**src/hw/rtl/ofp_pkg.sv**
```systemverilog
// ----------------------------------------------------------------------------
// ofp_pkg
// Shared types, codes and decode table for the order feed message parser.
// ----------------------------------------------------------------------------
package ofp_pkg;

    localparam int QDEPTH = 4;
    localparam int QAW    = $clog2(QDEPTH);
    localparam int IDXW   = 6;
    localparam int TDATAW = 264;

    localparam logic [7:0] CH_ADD       = 8'h41;
    localparam logic [7:0] CH_ADD_ATTR  = 8'h46;
    localparam logic [7:0] CH_EXEC      = 8'h45;
    localparam logic [7:0] CH_EXEC_PX   = 8'h43;
    localparam logic [7:0] CH_CANCEL    = 8'h58;
    localparam logic [7:0] CH_DELETE    = 8'h44;
    localparam logic [7:0] CH_REPLACE   = 8'h55;
    localparam logic [7:0] CH_BUY       = 8'h42;

    typedef enum logic [2:0] {
        KIND_ADD        = 3'd0,
        KIND_EXEC       = 3'd1,
        KIND_EXEC_PRICE = 3'd2,
        KIND_CANCEL     = 3'd3,
        KIND_DELETE     = 3'd4,
        KIND_REPLACE    = 3'd5
    } kind_t;

    typedef enum logic [1:0] {
        PFX_HI   = 2'd0,
        PFX_LO   = 2'd1,
        PFX_BODY = 2'd2
    } pfx_state_t;

    // one body byte, tagged by the front end
    typedef struct packed {
        logic [7:0]      data;
        logic [IDXW-1:0] idx;   // body offset, saturated
        logic            last;
    } tok_t;

    typedef struct packed {
        logic            known;
        kind_t           kind;
        logic [IDXW-1:0] last_idx;  // offset of the last field byte
    } dec_t;

    function automatic dec_t decode_type(input logic [7:0] t);
        dec_t d;
        d.known    = 1'b1;
        d.kind     = KIND_ADD;
        d.last_idx = 6'd35;
        case (t)
            CH_ADD, CH_ADD_ATTR: begin d.kind = KIND_ADD;        d.last_idx = 6'd35; end
            CH_EXEC:             begin d.kind = KIND_EXEC;       d.last_idx = 6'd22; end
            CH_EXEC_PX:          begin d.kind = KIND_EXEC_PRICE; d.last_idx = 6'd35; end
            CH_CANCEL:           begin d.kind = KIND_CANCEL;     d.last_idx = 6'd22; end
            CH_DELETE:           begin d.kind = KIND_DELETE;     d.last_idx = 6'd18; end
            CH_REPLACE:          begin d.kind = KIND_REPLACE;    d.last_idx = 6'd34; end
            default:             d.known = 1'b0;
        endcase
        return d;
    endfunction

endpackage

```
**src/hw/rtl/ofp_front.sv**
```systemverilog
// ----------------------------------------------------------------------------
// ofp_front
// Length-prefix framer: strips the prefix and tags each body byte.
// ----------------------------------------------------------------------------
module ofp_front
    import ofp_pkg::*;
(
    input  logic       clk,
    input  logic       rst_n,
    input  logic       s_axis_tvalid,
    output logic       s_axis_tready,
    input  logic [7:0] s_axis_tdata,
    input  logic       q_full,
    output logic       q_push,
    output tok_t       q_tok
);

    pfx_state_t  state_reg, state_next;
    logic [15:0] len_reg, len_next;
    logic [15:0] idx_reg, idx_next;
    logic        acc;
    logic        last;

    assign s_axis_tready = !q_full;
    assign acc           = s_axis_tvalid && s_axis_tready;
    assign last          = (idx_reg + 16'd1) == len_reg;

    always_ff @(posedge clk or negedge rst_n)
    begin
        if (!rst_n)
        begin
            state_reg <= PFX_HI;
            len_reg   <= '0;
            idx_reg   <= '0;
        end
        else
        begin
            state_reg <= state_next;
            len_reg   <= len_next;
            idx_reg   <= idx_next;
        end
    end

    always_comb
    begin
        state_next = state_reg;
        len_next   = len_reg;
        idx_next   = idx_reg;
        q_push     = 1'b0;
        q_tok.data = s_axis_tdata;
        q_tok.idx  = (|idx_reg[15:IDXW]) ? {IDXW{1'b1}} : idx_reg[IDXW-1:0];
        q_tok.last = last;
        if (acc)
        begin
            case (state_reg)
                PFX_HI:
                begin
                    len_next   = {8'h00, s_axis_tdata};
                    state_next = PFX_LO;
                end
                PFX_LO:
                begin
                    len_next   = {len_reg[7:0], s_axis_tdata};
                    idx_next   = '0;
                    state_next = ({len_reg[7:0], s_axis_tdata} == 16'd0) ? PFX_HI : PFX_BODY;
                end
                PFX_BODY:
                begin
                    q_push   = 1'b1;
                    idx_next = idx_reg + 16'd1;
                    if (last)
                        state_next = PFX_HI;
                end
                default:
                    state_next = PFX_HI;
            endcase
        end
    end

endmodule

```
**src/hw/rtl/ofp_queue.sv**
```systemverilog
// ----------------------------------------------------------------------------
// ofp_queue
// Small token FIFO between framer and field decoder.
// ----------------------------------------------------------------------------
module ofp_queue
    import ofp_pkg::*;
(
    input  logic clk,
    input  logic rst_n,
    input  logic push,
    input  tok_t push_tok,
    output logic full,
    input  logic pop,
    output logic nonempty,
    output tok_t pop_tok
);

    tok_t             mem [QDEPTH];
    logic [QAW-1:0]   wr_reg, rd_reg;
    logic [QAW:0]     cnt_reg, cnt_next;

    assign full     = cnt_reg == QDEPTH[QAW:0];
    assign nonempty = cnt_reg != '0;
    assign pop_tok  = mem[rd_reg];

    always_comb
    begin
        cnt_next = cnt_reg;
        if (push && !pop)
            cnt_next = cnt_reg + 1'b1;
        else if (pop && !push)
            cnt_next = cnt_reg - 1'b1;
    end

    always_ff @(posedge clk or negedge rst_n)
    begin
        if (!rst_n)
        begin
            wr_reg  <= '0;
            rd_reg  <= '0;
            cnt_reg <= '0;
        end
        else
        begin
            if (push)
                wr_reg <= wr_reg + 1'b1;
            if (pop)
                rd_reg <= rd_reg + 1'b1;
            cnt_reg <= cnt_next;
        end
    end

    always_ff @(posedge clk)
    begin
        if (push)
            mem[wr_reg] <= push_tok;
    end

endmodule

```
**src/hw/rtl/ofp_back.sv**
```systemverilog
// ----------------------------------------------------------------------------
// ofp_back
// Field capture per message type and event output register.
// ----------------------------------------------------------------------------
module ofp_back
    import ofp_pkg::*;
(
    input  logic              clk,
    input  logic              rst_n,
    input  logic              q_nonempty,
    input  tok_t              q_tok,
    output logic              q_pop,
    output logic              m_axis_tvalid,
    input  logic              m_axis_tready,
    output logic [TDATAW-1:0] m_axis_tdata,   // order_ref, replacement_ref, is_buy,
                                              // share_count, stock_symbol, limit_price
    output logic [2:0]        m_axis_tuser    // event_kind
);

    logic [7:0]  type_reg, type_next;
    logic [63:0] ref_reg, ref_next;
    logic [63:0] nref_reg, nref_next;
    logic [31:0] qty_reg, qty_next;
    logic [63:0] sym_reg, sym_next;
    logic [31:0] px_reg, px_next;
    logic        side_reg, side_next;

    logic              vld_reg, vld_next;
    logic [TDATAW-1:0] data_reg;
    kind_t             kind_reg;

    logic            first;
    logic [7:0]      b;
    logic [5:0]      i;
    logic            is_add, is_exq, is_rep;
    dec_t            dec;
    logic            emit;
    logic [63:0]     o_nref, o_sym;
    logic [31:0]     o_qty, o_px;
    logic            o_buy;

    assign q_pop  = q_nonempty && (!vld_reg || m_axis_tready);
    assign b      = q_tok.data;
    assign i      = q_tok.idx;
    assign first  = i == '0;

    always_comb
    begin
        type_next = first ? b : type_reg;
        ref_next  = first ? '0 : ref_reg;
        nref_next = first ? '0 : nref_reg;
        qty_next  = first ? '0 : qty_reg;
        sym_next  = first ? '0 : sym_reg;
        px_next   = first ? '0 : px_reg;
        side_next = first ? 1'b0 : side_reg;

        is_add = (type_next == CH_ADD) || (type_next == CH_ADD_ATTR);
        is_exq = (type_next == CH_EXEC) || (type_next == CH_CANCEL)
              || (type_next == CH_EXEC_PX);
        is_rep = type_next == CH_REPLACE;

        if (i >= 6'd11 && i <= 6'd18)
            ref_next = {ref_next[55:0], b};
        if (is_add)
        begin
            if (i == 6'd19)
                side_next = b == CH_BUY;
            if (i >= 6'd20 && i <= 6'd23)
                qty_next = {qty_next[23:0], b};
            if (i >= 6'd24 && i <= 6'd31)
                sym_next = {sym_next[55:0], b};
            if (i >= 6'd32 && i <= 6'd35)
                px_next = {px_next[23:0], b};
        end
        else if (is_exq)
        begin
            if (i >= 6'd19 && i <= 6'd22)
                qty_next = {qty_next[23:0], b};
            if (type_next == CH_EXEC_PX && i >= 6'd32 && i <= 6'd35)
                px_next = {px_next[23:0], b};
        end
        else if (is_rep)
        begin
            if (i >= 6'd19 && i <= 6'd26)
                nref_next = {nref_next[55:0], b};
            if (i >= 6'd27 && i <= 6'd30)
                qty_next = {qty_next[23:0], b};
            if (i >= 6'd31 && i <= 6'd34)
                px_next = {px_next[23:0], b};
        end

        dec  = decode_type(type_next);
        emit = q_pop && q_tok.last && dec.known && (i >= dec.last_idx);

        o_nref = (dec.kind == KIND_REPLACE) ? nref_next : '0;
        o_buy  = (dec.kind == KIND_ADD) ? side_next : 1'b0;
        o_qty  = (dec.kind == KIND_DELETE) ? '0 : qty_next;
        o_sym  = (dec.kind == KIND_ADD) ? sym_next : '0;
        o_px   = (dec.kind == KIND_ADD || dec.kind == KIND_EXEC_PRICE
               || dec.kind == KIND_REPLACE) ? px_next : '0;

        vld_next = emit ? 1'b1 : (m_axis_tready ? 1'b0 : vld_reg);
    end

    always_ff @(posedge clk or negedge rst_n)
    begin
        if (!rst_n)
        begin
            vld_reg  <= 1'b0;
            type_reg <= '0;
            ref_reg  <= '0;
            nref_reg <= '0;
            qty_reg  <= '0;
            sym_reg  <= '0;
            px_reg   <= '0;
            side_reg <= 1'b0;
        end
        else
        begin
            vld_reg <= vld_next;
            if (q_pop)
            begin
                type_reg <= type_next;
                ref_reg  <= ref_next;
                nref_reg <= nref_next;
                qty_reg  <= qty_next;
                sym_reg  <= sym_next;
                px_reg   <= px_next;
                side_reg <= side_next;
            end
        end
    end

    always_ff @(posedge clk)
    begin
        if (emit)
        begin
            kind_reg <= dec.kind;
            data_reg <= {7'd0, o_px, o_sym, o_qty, o_buy, o_nref, ref_next};
        end
    end

    assign m_axis_tvalid = vld_reg;
    assign m_axis_tdata  = data_reg;
    assign m_axis_tuser  = kind_reg;

endmodule

```
**src/hw/rtl/order_feed_message_parser_top.sv**
```systemverilog
// ----------------------------------------------------------------------------
// order_feed_message_parser_top
// Decodes a length-prefixed order feed byte stream into order events.
//
//  channel   dir  payload                                         transfer
//  s_axis    in   tdata[7:0] data_byte                            tvalid & tready
//  m_axis    out  tuser event_kind; tdata order_ref .. limit_price tvalid & tready
//
//  One byte per cycle; a 4-entry token queue parts the framer from the decoder.
//  Once the decoder pops an event's last body byte from the queue, the event is
//  registered, raising tvalid, in a one-entry output register until its own transfer.
//  Reset clears framing state, capture registers and queue; no clearing pass.
//  An output stall holds the decoder; input stalls once the queue fills.
// ----------------------------------------------------------------------------
module order_feed_message_parser_top
    import ofp_pkg::*;
(
    input  logic              clk,
    input  logic              rst_n,
    input  logic              s_axis_tvalid,
    output logic              s_axis_tready,
    input  logic [7:0]        s_axis_tdata,   // data_byte
    output logic              m_axis_tvalid,
    input  logic              m_axis_tready,
    output logic [TDATAW-1:0] m_axis_tdata,   // order_ref[63:0], replacement_ref[127:64],
                                              // is_buy[128], share_count[160:129],
                                              // stock_symbol[224:161], limit_price[256:225]
    output logic [2:0]        m_axis_tuser    // event_kind
);

    logic q_push, q_full, q_pop, q_nonempty;
    tok_t q_in, q_out;

    ofp_front u_front (
        .clk           (clk),
        .rst_n         (rst_n),
        .s_axis_tvalid (s_axis_tvalid),
        .s_axis_tready (s_axis_tready),
        .s_axis_tdata  (s_axis_tdata),
        .q_full        (q_full),
        .q_push        (q_push),
        .q_tok         (q_in)
    );

    ofp_queue u_queue (
        .clk      (clk),
        .rst_n    (rst_n),
        .push     (q_push),
        .push_tok (q_in),
        .full     (q_full),
        .pop      (q_pop),
        .nonempty (q_nonempty),
        .pop_tok  (q_out)
    );

    ofp_back u_back (
        .clk           (clk),
        .rst_n         (rst_n),
        .q_nonempty    (q_nonempty),
        .q_tok         (q_out),
        .q_pop         (q_pop),
        .m_axis_tvalid (m_axis_tvalid),
        .m_axis_tready (m_axis_tready),
        .m_axis_tdata  (m_axis_tdata),
        .m_axis_tuser  (m_axis_tuser)
    );

    a_no_push_full: assert property (@(posedge clk) disable iff (!rst_n)
        q_push |-> !q_full)
        else $error("push into full queue");

    a_no_pop_empty: assert property (@(posedge clk) disable iff (!rst_n)
        q_pop |-> q_nonempty)
        else $error("pop from empty queue");

    a_add_only_fields: assert property (@(posedge clk) disable iff (!rst_n)
        (m_axis_tvalid && m_axis_tuser != KIND_ADD)
            |-> (m_axis_tdata[128] == 1'b0 && m_axis_tdata[224:161] == '0))
        else $error("add-only fields set on non-add event");

    a_stall_holds_decoder: assert property (@(posedge clk) disable iff (!rst_n)
        (m_axis_tvalid && !m_axis_tready) |-> !q_pop)
        else $error("decoder advanced while output stalled");

endmodule

```
**config.mk**
```make
export PLATFORM = sky130hd
export DESIGN_NAME = order_feed_message_parser_top
export DESIGN_NICKNAME = d
export VERILOG_FILES = /design/src/hw/rtl/ofp_pkg.sv /design/src/hw/rtl/ofp_front.sv /design/src/hw/rtl/ofp_queue.sv /design/src/hw/rtl/ofp_back.sv /design/src/hw/rtl/order_feed_message_parser_top.sv
export SDC_FILE = /design/constraint.sdc
export NUM_CORES = 1
export LEC_CHECK = 0
export BUFFER_PORTS_ARGS = -buffer_cell sky130_fd_sc_hd__buf_2
export CORE_MARGIN = 1.5
export CORE_UTILIZATION = 28
export CTS_CLUSTER_DIAMETER = 80
export DETAILED_ROUTE_END_ITERATION = 16
export SLEW_MARGIN = 20
export SYNTH_ARGS = -nofsm -noshare
export SYNTH_HDL_FRONTEND = slang
export SYNTH_HIERARCHICAL = 1
export SYNTH_SLANG_ARGS = --single-unit
```
**constraint.sdc**
```tcl
create_clock -name clk -period 22.7 [get_ports clk]
set_input_delay 2.27 -clock clk [delete_from_list [all_inputs] [get_ports clk]]
set_output_delay 2.27 -clock clk [all_outputs]
set_load 0.01 [all_outputs]
```
==> results.txt <==
Post-synthesis sequential area ratio - 64.8%
#FFs+latches synth - 627
Combinational Power Share - 9.0%
Met3 WL post-DR - 3830 um
Number of max-slew violations in the final report - 0
Slew Limit Headroom - 28.9%
Dominant synthesized flop cell - edfxtp_1
Crit-path max FO - 111
Synth cell types - 87
Total negative slack - 0 ps
GP Congestion - 0.818
Syn avg cell area - 12.5 um^2
Clock latency on the worst-skew pair - 600 ps
Area Overhead vs Synth - 17.8%
Sw Share - 25.3%
Clock Root Buffer - clkbuf_16
Buffers on Ports - 273
Gr ovfl total - 0
CTS H-tree lvls - 3
Max reg flops - 257
Total track usage - 14.2%
Cell Rows - 113
Reg clk slew, reported paths - 60 ps
Hold_ws - 481 ps
CTS tree - yes
Detailed-route wire length - 71100 um
Drc violations - 0
WL/cell - 19.5 um
Post-synthesis compound-gate area fraction - 14.9%
Post-placement cell area - 0.0291 mm^2
Post-synthesis mux area share - 5.15%
Number of global-route vias before repair - 17200
Die H - 312 um
Synth Area in Adders - 0.685%
Number of DRC markers in iteration 0 - 1805
Critical path type - reg -> reg
Mapped Area - 0.0267 mm^2
Share of layout cells above drive strength 1 - 19.9%
Inserted Clock Buffers - 68
Synth Instances - 2131
Die Span X - 312 um
Pwr/cell area - 83.2 mW/mm^2
Area of the core - 0.0947 mm^2
Vias per cell - 4.90
Largest net degree at the start of global routing - 155
Clock network power share - 43.3%
CP endpoint kind - flop
Number of synthesized flops with an enable pin - 320
Static leakage - 13.3 nW
Fill cells - 9403
# resized after CTS - 0
Run status - finished clean
Hold_buf cts - 0
Max cap viols - 0
F_max - 0.138 GHz
Switching pwr - 0.662 mW
Fin cells - 3650
Clock Skews - 30.4 ps
Hold crit path type - reg -> reg
Largest family of logic cells by synthesized area - compound AO/OA/AOI/OAI gates
Final number of hold-violating endpoints - 0
Antenna violations before repair - 2
Detail Placement HPWL - 44700 um
Worst slew pin tran - 1070 ps
Via Count - 17900
Sequential share of power - 47.7%
Post-CTS Setup Inserts - 0
RSZ-0062 raised after global routing - false
Worst vdd ir - 0.0575 mV
WL met2 - 34400 um
Synth Area in Simple Gates - 10.4%
Worst EP arrival - 7440 ps
Share of flip-flops with an asynchronous set or reset - 49.0%
Synth Warn # - 6
Post-layout net count - 2356
Dpl cells - 3525
Design Area, Final - 0.0314 mm^2
Min cycle time layout - 7220 ps
Global-route wire length before repair - 108000 um
First-pass DRT Iterations - 5
Final Cycle Share - 31.8%
ANT nets after route - 0
Clk buf depth - 3
M1 wire length - 31600 um
Internal cell power - 1.95 mW
Synth Area in XOR/XNOR - 0.755%
Starting Density - 28.2%
Clk sinks - 627
Top Ports - 281
Crit start category - flop
Setup Viol. Count Final - 0
Die Footprint - 0.0971 mm^2
Top layer in use - met5
Critical Path RT - 22920 ps
Final core utilization - 33.2%
per-layer routing:
metal | up-vias | GRT usage (%)
met4 | 2 | 3.50
met3 | 88 | 2.56
met5 | - | 0
met1 | 8972 | 19.8
li1 | 8286 | -
met2 | 541 | 22.9
critical path: stages, from the launching register on:
cell and delay, ps:
dfrtp_1 670, buf_4 310, mux4_1 840, nor2_1 570, nand2_4 530, mux2i_1 540, nor3_1 150, nand2_1 350
nand2b_1 110, ha_1 280, nand2b_1 90, a311o_1 170, a21o_1 110, a21o_1 110, nand4_1 290, inv_8 640
buf_4 880
layout by cell type, fill, tap and decap left out, drive strengths merged, types with 63 or more instances in the layout:
cell / count
o31ai: 63
clkbuf: 97
nor2: 82
a21oi: 158
mux2i: 69
edfxtp: 320
a22o: 224
nand2: 391
dfrtp: 307
buf: 297
power by group through the flow:
stage / Clock [mW] / Sequential (mW) / Combinational (mW)
global placement: 0 / 1.27 / 0.235
global route: 1.21 / 1.25 / 0.258
finish: 1.13 / 1.25 / 0.235
detailed placement: 0 / 1.27 / 0.237
CTS: 1.17 / 1.25 / 0.238
floorplan: 0 / 1.25 / 0.183
cell type report:
cell class / instances / area, um^2 / area share [%]
Clock buffer: 97 / 1950 / 6.19
Sequential cell: 627 / 17300 / 55.0
Tap cell: 1265 / 1580 / 5.04
Clock inverter: 27 / 342 / 1.09
Inverter: 17 / 71.3 / 0.227
Multi-Input combinational cell: 1319 / 8620 / 27.4
Antenna cell: 1 / 2.50 / 0.00796
Timing Repair Buffer: 297 / 1570 / 5.00
worst paths after layout:
path	start	end	slack, ps	cells past startpoint
min in group asynchronous	rst_n	u_front/idx_reg[7]	1690	1
max reg2reg	u_queue/rd_reg[0]	u_back/m_axis_tdata[243]	15480	16
min	u_back/ref_reg[63]	u_back/ref_reg[63]	480	2
max	u_queue/rd_reg[0]	u_back/m_axis_tdata[243]	15480	16
max in group asynchronous	rst_n	u_back/qty_reg[23]	19530	2
min reg2reg	u_back/ref_reg[63]	u_back/ref_reg[63]	480	2
cells by family (layout without fill, tap and decap cells):
| logic type | after synthesis | in the layout |
|---|---|---|
| fa+ha+maj | 14 | 14 |
| other cells | 1 | 8 |
| mux | 112 | 112 |
| buf+inv | 191 | 438 |
| simple gates | 624 | 624 |
| compound gates | 539 | 539 |
| xor+xnor | 23 | 23 |
| flops | 627 | 627 |
Yosys cell counts, types with 8 or more instances:
library cell / instances / area [um^2]
nand2_1: 388 / 1460
edfxtp_1: 320 / 9610
dfrtp_1: 307 / 7680
a22o_1: 224 / 1960
a21oi_1: 158 / 791
clkbuf_1: 93 / 349
nor2_1: 81 / 304
mux2i_1: 69 / 691
o31ai_1: 63 / 473
nand3_1: 53 / 265
buf_2: 37 / 185
o21ai_0: 32 / 160
mux2_2: 27 / 304
buf_4: 23 / 173
buf_1: 18 / 67.6
a32o_1: 15 / 150
inv_1: 14 / 52.6
ha_1: 13 / 163
and2_1: 12 / 75.1
nand4_1: 12 / 75.1
xor2_1: 12 / 105
xnor2_1: 11 / 96.3
mux4_2: 8 / 180
per-stage QoR:
step | total power, mW | setup slack [ps]
finish | 2.62 | 15480
global route | 2.72 | 15010
CTS | 2.65 | 15170
detailed placement | 1.51 | 15190
global placement | 1.50 | 15190
floorplan | 1.43 | 13600
(Power assumes the default switching activity.)
